`src/hw/rtl/rrre_pkg.sv`:
```
package rrre_pkg;

	// Largest image the counters are sized for.
	localparam int MAX_WIDTH  = 4096;
	localparam int MAX_HEIGHT = 4096;

	localparam int COL_W   = $clog2(MAX_WIDTH);
	localparam int ROW_W   = $clog2(MAX_HEIGHT);
	localparam int DIM_W   = 13;
	localparam int ORG_W   = 15;
	localparam int COORD_W = 16;

	localparam logic [DIM_W-1:0] WIDTH_MAX  = DIM_W'(MAX_WIDTH);
	localparam logic [DIM_W-1:0] HEIGHT_MAX = DIM_W'(MAX_HEIGHT);

	// Configuration register indexes.
	localparam logic [1:0] REG_IMAGE_WIDTH  = 2'd0;
	localparam logic [1:0] REG_IMAGE_HEIGHT = 2'd1;
	localparam logic [1:0] REG_ORIGIN_X     = 2'd2;
	localparam logic [1:0] REG_ORIGIN_Y     = 2'd3;

	localparam int PIXEL_BITS = 32;
	localparam int RUN_BITS   = 80;

	typedef struct packed {
		logic                last;
		logic [7:0]          alpha;
		logic [7:0]          blue;
		logic [7:0]          green;
		logic [7:0]          red;
		logic [DIM_W-1:0]    width;
		logic [COORD_W-1:0]  y;
		logic [COORD_W-1:0]  x;
	} run_t;

endpackage

```
`src/hw/rtl/rgba_row_run_encoder.sv`:
```
// Channel   | Direction | Word
// ----------+-----------+--------------------------------------------------
// s_axis    | in        | one RGBA pixel, raster order
// m_axis    | out       | one run rectangle; tlast marks the pixel's last run
// cfg       | in        | register index and write data
//
// Pixels are taken one per clock while s_axis_tready is high. A pixel is
// registered, then compared with the open run and its runs are written
// into a four-word result queue; results leave one per clock while
// m_axis_tready is high, and the queue absorbs a pixel that closes two runs.
// The pixel register advances only while the queue has room for two words,
// so the queue never overflows and m_axis stalls never reach s_axis
// combinationally. arst_n clears the counters, run state and queue at once.
module rgba_row_run_encoder (
	input  logic                           clk,
	input  logic                           arst_n,
	input  logic                           s_axis_tvalid,
	output logic                           s_axis_tready,
	// pixel_red, pixel_green, pixel_blue, pixel_alpha from the lowest bit up
	input  logic [rrre_pkg::PIXEL_BITS-1:0] s_axis_tdata,
	output logic                           m_axis_tvalid,
	input  logic                           m_axis_tready,
	// run_x, run_y, run_width, run_red, run_green, run_blue, run_alpha,
	// then three zero bits, from the lowest bit up
	output logic [rrre_pkg::RUN_BITS-1:0]  m_axis_tdata,
	// final_of_pixel
	output logic                           m_axis_tlast,
	input  logic                           cfg_valid,
	output logic                           cfg_ready,
	input  logic [1:0]                     cfg_index,
	input  logic [rrre_pkg::ORG_W-1:0]     cfg_data
);
	import rrre_pkg::*;

	// Configuration registers.
	logic [DIM_W-1:0] width_q;
	logic [DIM_W-1:0] height_q;
	logic [ORG_W-1:0] origin_x_q;
	logic [ORG_W-1:0] origin_y_q;

	assign cfg_ready = 1'b1;

	always_ff @(posedge clk or negedge arst_n) begin
		if (!arst_n) begin
			width_q    <= WIDTH_MAX;
			height_q   <= HEIGHT_MAX;
			origin_x_q <= '0;
			origin_y_q <= '0;
		end else if (cfg_valid && cfg_ready) begin
			case (cfg_index)
				REG_IMAGE_WIDTH:  width_q    <= cfg_data[DIM_W-1:0];
				REG_IMAGE_HEIGHT: height_q   <= cfg_data[DIM_W-1:0];
				REG_ORIGIN_X:     origin_x_q <= cfg_data;
				REG_ORIGIN_Y:     origin_y_q <= cfg_data;
				default: ;
			endcase
		end
	end

	// Pixel register stage.
	logic                  valid_s1;
	logic [PIXEL_BITS-1:0] pixel_s1;
	logic                  advance;

	logic [2:0] count_q;
	assign advance       = valid_s1 && (count_q <= 3'd2);
	assign s_axis_tready = !valid_s1 || advance;

	always_ff @(posedge clk or negedge arst_n) begin
		if (!arst_n) begin
			valid_s1 <= 1'b0;
		end else if (s_axis_tready) begin
			valid_s1 <= s_axis_tvalid;
		end
	end

	always_ff @(posedge clk) begin
		if (s_axis_tready && s_axis_tvalid) begin
			pixel_s1 <= s_axis_tdata;
		end
	end

	// Run state.
	logic [COL_W-1:0] column_q;
	logic [ROW_W-1:0] row_q;
	logic [COL_W-1:0] run_start_q;
	logic [31:0]      run_colour_q;
	logic             seen_opaque_q;

	// Effective image size, saturated to 1..MAX.
	logic [DIM_W-1:0] width_eff;
	logic [DIM_W-1:0] height_eff;

	always_comb begin
		if (width_q == '0) begin
			width_eff = DIM_W'(1);
		end else if (width_q > WIDTH_MAX) begin
			width_eff = WIDTH_MAX;
		end else begin
			width_eff = width_q;
		end
		if (height_q == '0) begin
			height_eff = DIM_W'(1);
		end else if (height_q > HEIGHT_MAX) begin
			height_eff = HEIGHT_MAX;
		end else begin
			height_eff = height_q;
		end
	end

	logic [31:0]      key;
	logic             first_col;
	logic             changed;
	logic             old_opaque;
	logic             emit_closed;
	logic             row_end;
	logic             image_end;
	logic             emit_tail;
	logic [COL_W-1:0] start_n;
	logic [31:0]      colour_n;
	logic             seen_n;
	logic [COORD_W-1:0] row_y;
	run_t             closed_run;
	run_t             tail_run;
	run_t             word0;
	run_t             word1;
	logic [1:0]       push_n;

	always_comb begin
		// A transparent pixel keys as all zero, whatever its colour bytes.
		key        = (pixel_s1[31:24] != 8'd0)
			? {pixel_s1[7:0], pixel_s1[15:8], pixel_s1[23:16], pixel_s1[31:24]}
			: 32'd0;
		first_col  = (column_q == '0);
		changed    = (key != run_colour_q);
		old_opaque = (run_colour_q[7:0] != 8'd0);

		// An interior transparent run goes out only once the row has had an
		// opaque run, i.e. when an opaque pixel closes it.
		emit_closed = !first_col && changed && (old_opaque || seen_opaque_q);

		if (first_col) begin
			start_n  = '0;
			colour_n = key;
			seen_n   = 1'b0;
		end else if (changed) begin
			start_n  = column_q;
			colour_n = key;
			seen_n   = seen_opaque_q || old_opaque;
		end else begin
			start_n  = run_start_q;
			colour_n = run_colour_q;
			seen_n   = seen_opaque_q;
		end

		row_end   = ({1'b0, column_q} >= (width_eff - DIM_W'(1)));
		image_end = ({1'b0, row_q} >= (height_eff - DIM_W'(1)));
		emit_tail = row_end && (colour_n[7:0] != 8'd0);

		row_y = {origin_y_q[ORG_W-1], origin_y_q}
			+ COORD_W'(row_q);

		closed_run.x     = {origin_x_q[ORG_W-1], origin_x_q} + COORD_W'(run_start_q);
		closed_run.y     = row_y;
		closed_run.width = {1'b0, column_q} - {1'b0, run_start_q};
		closed_run.red   = run_colour_q[31:24];
		closed_run.green = run_colour_q[23:16];
		closed_run.blue  = run_colour_q[15:8];
		closed_run.alpha = run_colour_q[7:0];
		closed_run.last  = !emit_tail;

		tail_run.x     = {origin_x_q[ORG_W-1], origin_x_q} + COORD_W'(start_n);
		tail_run.y     = row_y;
		tail_run.width = {1'b0, column_q} + DIM_W'(1) - {1'b0, start_n};
		tail_run.red   = colour_n[31:24];
		tail_run.green = colour_n[23:16];
		tail_run.blue  = colour_n[15:8];
		tail_run.alpha = colour_n[7:0];
		tail_run.last  = 1'b1;

		// The closed run comes before the run that ends at the row's end.
		word0  = emit_closed ? closed_run : tail_run;
		word1  = tail_run;
		push_n = {1'b0, emit_closed} + {1'b0, emit_tail};
	end

	always_ff @(posedge clk or negedge arst_n) begin
		if (!arst_n) begin
			column_q      <= '0;
			row_q         <= '0;
			run_start_q   <= '0;
			run_colour_q  <= '0;
			seen_opaque_q <= 1'b0;
		end else if (advance) begin
			run_start_q   <= start_n;
			run_colour_q  <= colour_n;
			seen_opaque_q <= seen_n;
			if (row_end) begin
				column_q <= '0;
				row_q    <= image_end ? '0 : row_q + ROW_W'(1);
			end else begin
				column_q <= column_q + COL_W'(1);
			end
		end
	end

	// Result queue, four words deep.
	run_t       queue_q [4];
	logic [1:0] wr_ptr_q;
	logic [1:0] rd_ptr_q;
	logic [1:0] push;
	logic       pop;

	assign push = advance ? push_n : 2'd0;
	assign pop  = m_axis_tvalid && m_axis_tready;

	always_ff @(posedge clk) begin
		if (push != 2'd0) begin
			queue_q[wr_ptr_q] <= word0;
		end
		if (push == 2'd2) begin
			queue_q[wr_ptr_q + 2'd1] <= word1;
		end
	end

	always_ff @(posedge clk or negedge arst_n) begin
		if (!arst_n) begin
			wr_ptr_q <= '0;
			rd_ptr_q <= '0;
			count_q  <= '0;
		end else begin
			wr_ptr_q <= wr_ptr_q + push;
			if (pop) begin
				rd_ptr_q <= rd_ptr_q + 2'd1;
			end
			count_q <= count_q + {1'b0, push} - {2'b0, pop};
		end
	end

	run_t head;
	assign head          = queue_q[rd_ptr_q];
	assign m_axis_tvalid = (count_q != '0);
	assign m_axis_tlast  = head.last;
	assign m_axis_tdata  = {3'b000, head.alpha, head.blue, head.green, head.red,
		head.width, head.y, head.x};

endmodule

```
`config.mk`:
```
export PLATFORM = sky130hd
export DESIGN_NAME = rgba_row_run_encoder
export DESIGN_NICKNAME = d
export VERILOG_FILES = /design/src/hw/rtl/rrre_pkg.sv /design/src/hw/rtl/rgba_row_run_encoder.sv
export SDC_FILE = /design/constraint.sdc
export NUM_CORES = 1
export LEC_CHECK = 0
export BUFFER_PORTS_ARGS = -buffer_cell sky130_fd_sc_hd__buf_2
export CORE_ASPECT_RATIO = 0.5
export CORE_UTILIZATION = 53
export CTS_CLUSTER_DIAMETER = 40
export DETAILED_ROUTE_END_ITERATION = 6
export PLACE_DENSITY = 0.76
export SLEW_MARGIN = 0
export SYNTH_ARGS = -nofsm -noshare
export SYNTH_HDL_FRONTEND = slang
export SYNTH_SLANG_ARGS = --single-unit
```
`constraint.sdc`:
```
create_clock -name clk -period 8.43 [get_ports clk]
set_clock_uncertainty 0.15 [all_clocks]
set_input_delay 0 -clock clk [delete_from_list [all_inputs] [get_ports clk]]
set_output_delay 0 -clock clk [all_outputs]
set_load 0.01 [all_outputs]
```
* Yosys cells after proc, flatten, opt, wreduce, memory -nomap -nowiden
Memories as Yosys holds them, arrays and structs flattened. Index checks and enable logic that the tools add are counted. Widths: inputs -> output; s select.
Operators by class: add/subtract/negate cells 16, order comparisons 5, equal/unequal tests 5, muxes and demuxes 19, reductions and logical operators 27
Operator list (number):
- $mux 32 | 3
- $mux 78 | 1
- $mux 13 | 4
- $add 15x13->16 | 3
- $mux 12 | 4
- $ne 32x32->1 | 1
- $ge 12x13->1 | 2
- $gt 13x13->1 const B | 2
- $logic_not 13->1 | 2
- $sub 13x1->13 const B | 2
- $add 12x1->12 const B | 2
- $reduce_bool 8->1 | 3
- $add 12x1->13 const B | 1
- $sub 12x12->13 | 1
- $sub 13x12->13 | 1
- $logic_not 12->1 | 1
- $reduce_and 2->1 | 6
- $eq 2x2->1 const B | 3
- $logic_and 1x1->1 | 6
- $mux 1 | 6
- $add 2x1->2 const B | 2
- $reduce_bool 2->1 | 2
- $add 3x2->3 | 1
- $le 3x2->1 const B | 1
- other kinds (9) | 12
Word-level totals: register bits 165, memory bits (writable) 312, bits of input ports 54, output and inout port bits 84, logic and storage cells 87, memories 1
Memories:
- queue_q | words 4, bits a word 78, rd ports 1, clocked after memory_dff 0, wr ports 2, line rgba_row_run_encoder.sv:208 | run_t queue_q [4];

* Longest topological paths before layout
depth in word-level cells 12, mapped depth 27, mapped depth without buffers 22

* Worst setup path before layout
No wires, ideal clock.
path type register -> register, start register width_q[4], end memory queue_q[1][0] (netlist bit) (enable), setup time 0.432 ns, arrival 6.846 ns, required time 7.848 ns, path slack 1.002 ns, cell stages (with the launch flop) 25, path buffers 5, period minus slack after synthesis 7.428 ns, cell sequence dfrtp_1 -> clkbuf_1 -> or4_1 -> or4_1 -> nor3_1 -> o21ai_0 -> ha_1 -> clkbuf_1 -> and2_1 -> nand4b_1 -> nand3_1 -> ha_1 -> or4_1 -> a211oi_1 -> o21ai_0 -> nand3_1 -> a21oi_1 -> ha_1 -> clkbuf_1 -> o21ai_0 -> or2_2 -> clkbuf_1 -> and2_1 -> clkbuf_1 -> inv_1
RTL lines:
- start: declaration | line rgba_row_run_encoder.sv:36 | logic [DIM_W-1:0] width_q;
- start signal: assignment | line rgba_row_run_encoder.sv:51 | REG_IMAGE_WIDTH: width_q <= cfg_data[DIM_W-1:0];
- end: declaration | line rgba_row_run_encoder.sv:208

==> flow_metrics.tcl <==
set metrics [dict create \
    switchingPower_mw 3.87 \
    grt_max_degree 73 \
    min_to "pixel_s1[21]" \
    cts_resized 0 \
    die_y_um 157 \
    fmax_ghz 0.138 \
    vias 18800 \
    timing.hold.ws_ns 0.0413 \
    cp.required_ns 8.57 \
    synthCells 2122 \
    dp_hpwl_um 44600 \
    async_flop_share 0.279 \
    cp_max_fo 62 \
    syn_area_mm2 0.0254 \
    wl_per_cell_um 23.2 \
    clk_latency_ns 0.60 \
    gr-usage-all-layers 0.279 \
    port_buffers 133 \
    numCtsBuffers 46 \
    fin_crit_ns 7.24 \
    crit_arrival_ns 7.37 \
    r2r-start "width_q[4]" \
    cpLargestDelayFamily "simple AND/OR/NAND/NOR gates" \
    hold_depth 2 \
    slowest_stage "or4_1" \
    synth_edf_count 340 \
    path_cells "or4_1 > or4_1 > nor3_1 > o21ai_0 > ha_1 > and2_1 > nand4b_1 > nand3_1 > ha_1 > or4_1 > a211oi_1 > o21ai_0 > nand3_1 > a21oi_1 > ha_1 > o21ai_0 > or2_2 > and2_1 > clkinv_2 > buf_12" \
    hp-class "input pin to register" \
    power_frac_comb 0.415 \
    ys.warnings.count 0 \
    worstRegToRegCells 20 \
    endpoint_kind "register" \
    wl_um 68700 \
    swShare 0.394 \
    drt_iter0_drc 1977 \
    vias_per_cell 6.35 \
    n_fill_cell 3589 \
    gp_congestion 0.954 \
    synth_top_area_share 0.401 \
    worst_setup_path_start_kind "register" \
    drive_gt1_frac 0.193 \
    status "completed" \
    path_clk_slew_ns 0.06 \
    ir_drop_uv 223 \
    critical_path_buf_inv_count 2 \
    overflow 0 \
    setup_viol_count_final 0 \
    post_cts_buffers 0 \
    dp.cells 2789 \
    clk_path_buf_depth 3 \
    cts_tree "done" \
    coreArea_mm2 0.0471 \
    die_w_um 312 \
    finalPower_mw 9.81 \
    dieArea_mm2 0.0490 \
    rrSetupSlack_ns 1.19 \
    finalSetupTns_ns 0 \
    num_rows 56 \
    diodes 0 \
    drc 0 \
    grt_pass1_vias 18200 \
    clock_power_share 0.206 \
    maxCapViolCount 0 \
    hold_start "s_axis_tdata[21]" \
    grt_pass1_wl_um 104000 \
    area_growth_pct 13.9 \
    rsz0062_at_grt "false" \
    min_period_over_period 0.858 \
    synth_area_leaders "edfxtp_1, dfrtp_1, mux4_2, ha_1, mux2_2" \
    io_pins 138 \
    p_int_mw 5.94 \
    antenna_left 0 \
    yosysTopAreaCell "edfxtp_1" \
    syn_avg_cell_area_um2 12.0 \
    first_pass_iters 6 \
    synth_seq_cells 477 \
    relSlewSlack 0.128 \
    drv_slew 0 \
    worst_pin_slew_ns 1.31 \
    timing_worst_setup_path_type "register to register" \
    slowest_delay_ns 0.61 \
    cts_max_level 2 \
    ys.flop_type "edfxtp_1" \
    final_cells 2960 \
    hold_viol 0 \
    reg2reg_to "queue_q[2][60]" \
    yosysSeqAreaShare 0.535 \
    final_nets 2452 \
    start_util 0.540 \
    leakage_nw 11.1 \
    ys_types 83 \
    cts_root_buf "clkbuf_16" \
    antenna_found_initial 0 \
    p_seq_frac 0.379 \
    cts.sinks 477 \
    cellPowerDensity_mw_per_mm2 338 \
    final_core_utilization 0.615 \
]
[layout make-up]
cell class | count | area [um2] | area share
clock buffer | 57 | 1230 | 0.0425
clock inverter | 27 | 205 | 0.00708
inverter | 67 | 259 | 0.00894
multi-input combinational | 1438 | 11000 | 0.379
sequential | 477 | 13600 | 0.470
tap | 638 | 798 | 0.0275
timing repair buffer | 256 | 1870 | 0.0646
[placed cells by master, fill, tap and decap left out, types with 32 or more instances in the layout]
cell type / count
xnor2_1: 57
nor2_1: 135
ha_1: 106
edfxtp_1: 340
nand2_1: 188
nor3_1: 33
clkbuf_16: 46
o21ai_0: 162
a21oi_1: 58
o22ai_1: 120
mux2_2: 73
a22o_1: 59
buf_4: 32
inv_1: 62
buf_2: 132
dlygate4sd3_1: 86
mux4_2: 78
dfrtp_1: 129
[state kept, by name, indices dropped and copies added (netlist names), 13 cells and up]
name          count
height_q         13
origin_x_q       15
origin_y_q       15
pixel_s1         32
queue_q         312
run_colour_q     32
width_q          13
[layer usage]
layer,track usage,wire [um],vias up,part of all wire
met5,0,0,-,0
met1,0.375,27800,9262,0.40
met2,0.452,31800,989,0.46
li1,-,-,8386,-
met4,0.106,2490,0,0.036
met3,0.0552,6670,170,0.097
[worst max-delay path by stage]
stage	start	to	slack, ns	cells after the start
after detailed placement	width_q[4]	queue_q[2][60]	1.29	20
final	width_q[4]	queue_q[2][60]	1.19	20
after global routing	width_q[4]	queue_q[2][61]	0.71	20
after CTS	width_q[4]	queue_q[2][6]	1.26	20
after global placement	width_q[4]	queue_q[2][60]	1.35	20
after floorplan	width_q[4]	queue_q[1][0]	1.00	24
[Yosys cell counts, types with 7 or more instances]
| cell | n |
|---|---|
| edfxtp_1 | 340 |
| nand2_1 | 188 |
| o21ai_0 | 162 |
| nor2_1 | 139 |
| dfrtp_1 | 131 |
| o22ai_1 | 120 |
| ha_1 | 106 |
| clkbuf_1 | 83 |
| mux4_2 | 78 |
| mux2_2 | 73 |
| inv_1 | 66 |
| a21oi_1 | 60 |
| a22o_1 | 59 |
| xnor2_1 | 57 |
| nor3_1 | 33 |
| buf_2 | 30 |
| xor2_1 | 25 |
| nand3_1 | 24 |
| a21o_1 | 22 |
| nor2b_1 | 18 |
| o21ai_1 | 18 |
| and2_1 | 17 |
| buf_1 | 15 |
| nand2b_1 | 15 |
| or3_1 | 14 |
| and3_1 | 12 |
| o21bai_1 | 12 |
| or2_2 | 11 |
| a31oi_1 | 10 |
| mux2i_1 | 10 |
| nand4_1 | 10 |
| o21a_1 | 10 |
| a22oi_1 | 9 |
| nor4_1 | 9 |
| a21oi_2 | 7 |
| buf_4 | 7 |
| buf_6 | 7 |
[power by group through the flow]
stage	combinational, mW	clock [mW]	sequential [mW]
4_1_cts	4.03	2.03	3.70
3_3_place_gp	3.91	0	3.71
6_report	4.07	2.02	3.71
3_5_place_dp	3.97	0	3.74
5_1_grt	4.40	2.12	3.78
2_1_floorplan	2.99	0	3.42
[metrics by stage]
stage | setup WS [ns] | area, um2
4_1_cts | 1.26 | 29000
6_report | 1.19 | 29000
2_1_floorplan | 1.00 | 25500
3_5_place_dp | 1.29 | 26700
5_1_grt | 0.712 | 29000
3_3_place_gp | 1.35 | 26700
[kinds of logic after synthesis]
logic type,after synthesis,synth area share
AO/OA/AOI/OAI,559,0.142
flip-flops,477,0.535
other,2,0.000295
multiplexers,162,0.106
adder cells (fa/ha/maj),112,0.0568
buffers and inverters,209,0.0355
XOR/XNOR,82,0.0282
AND/OR/NAND/NOR,519,0.0960
[what timing repair did]
item | in CTS | in global routing
hold buffers | 86 | 1
setup endpoints to repair | 0 | 0
hold endpoints to repair | 184 | 1
Note: power is estimated with default switching activity, not from simulation.
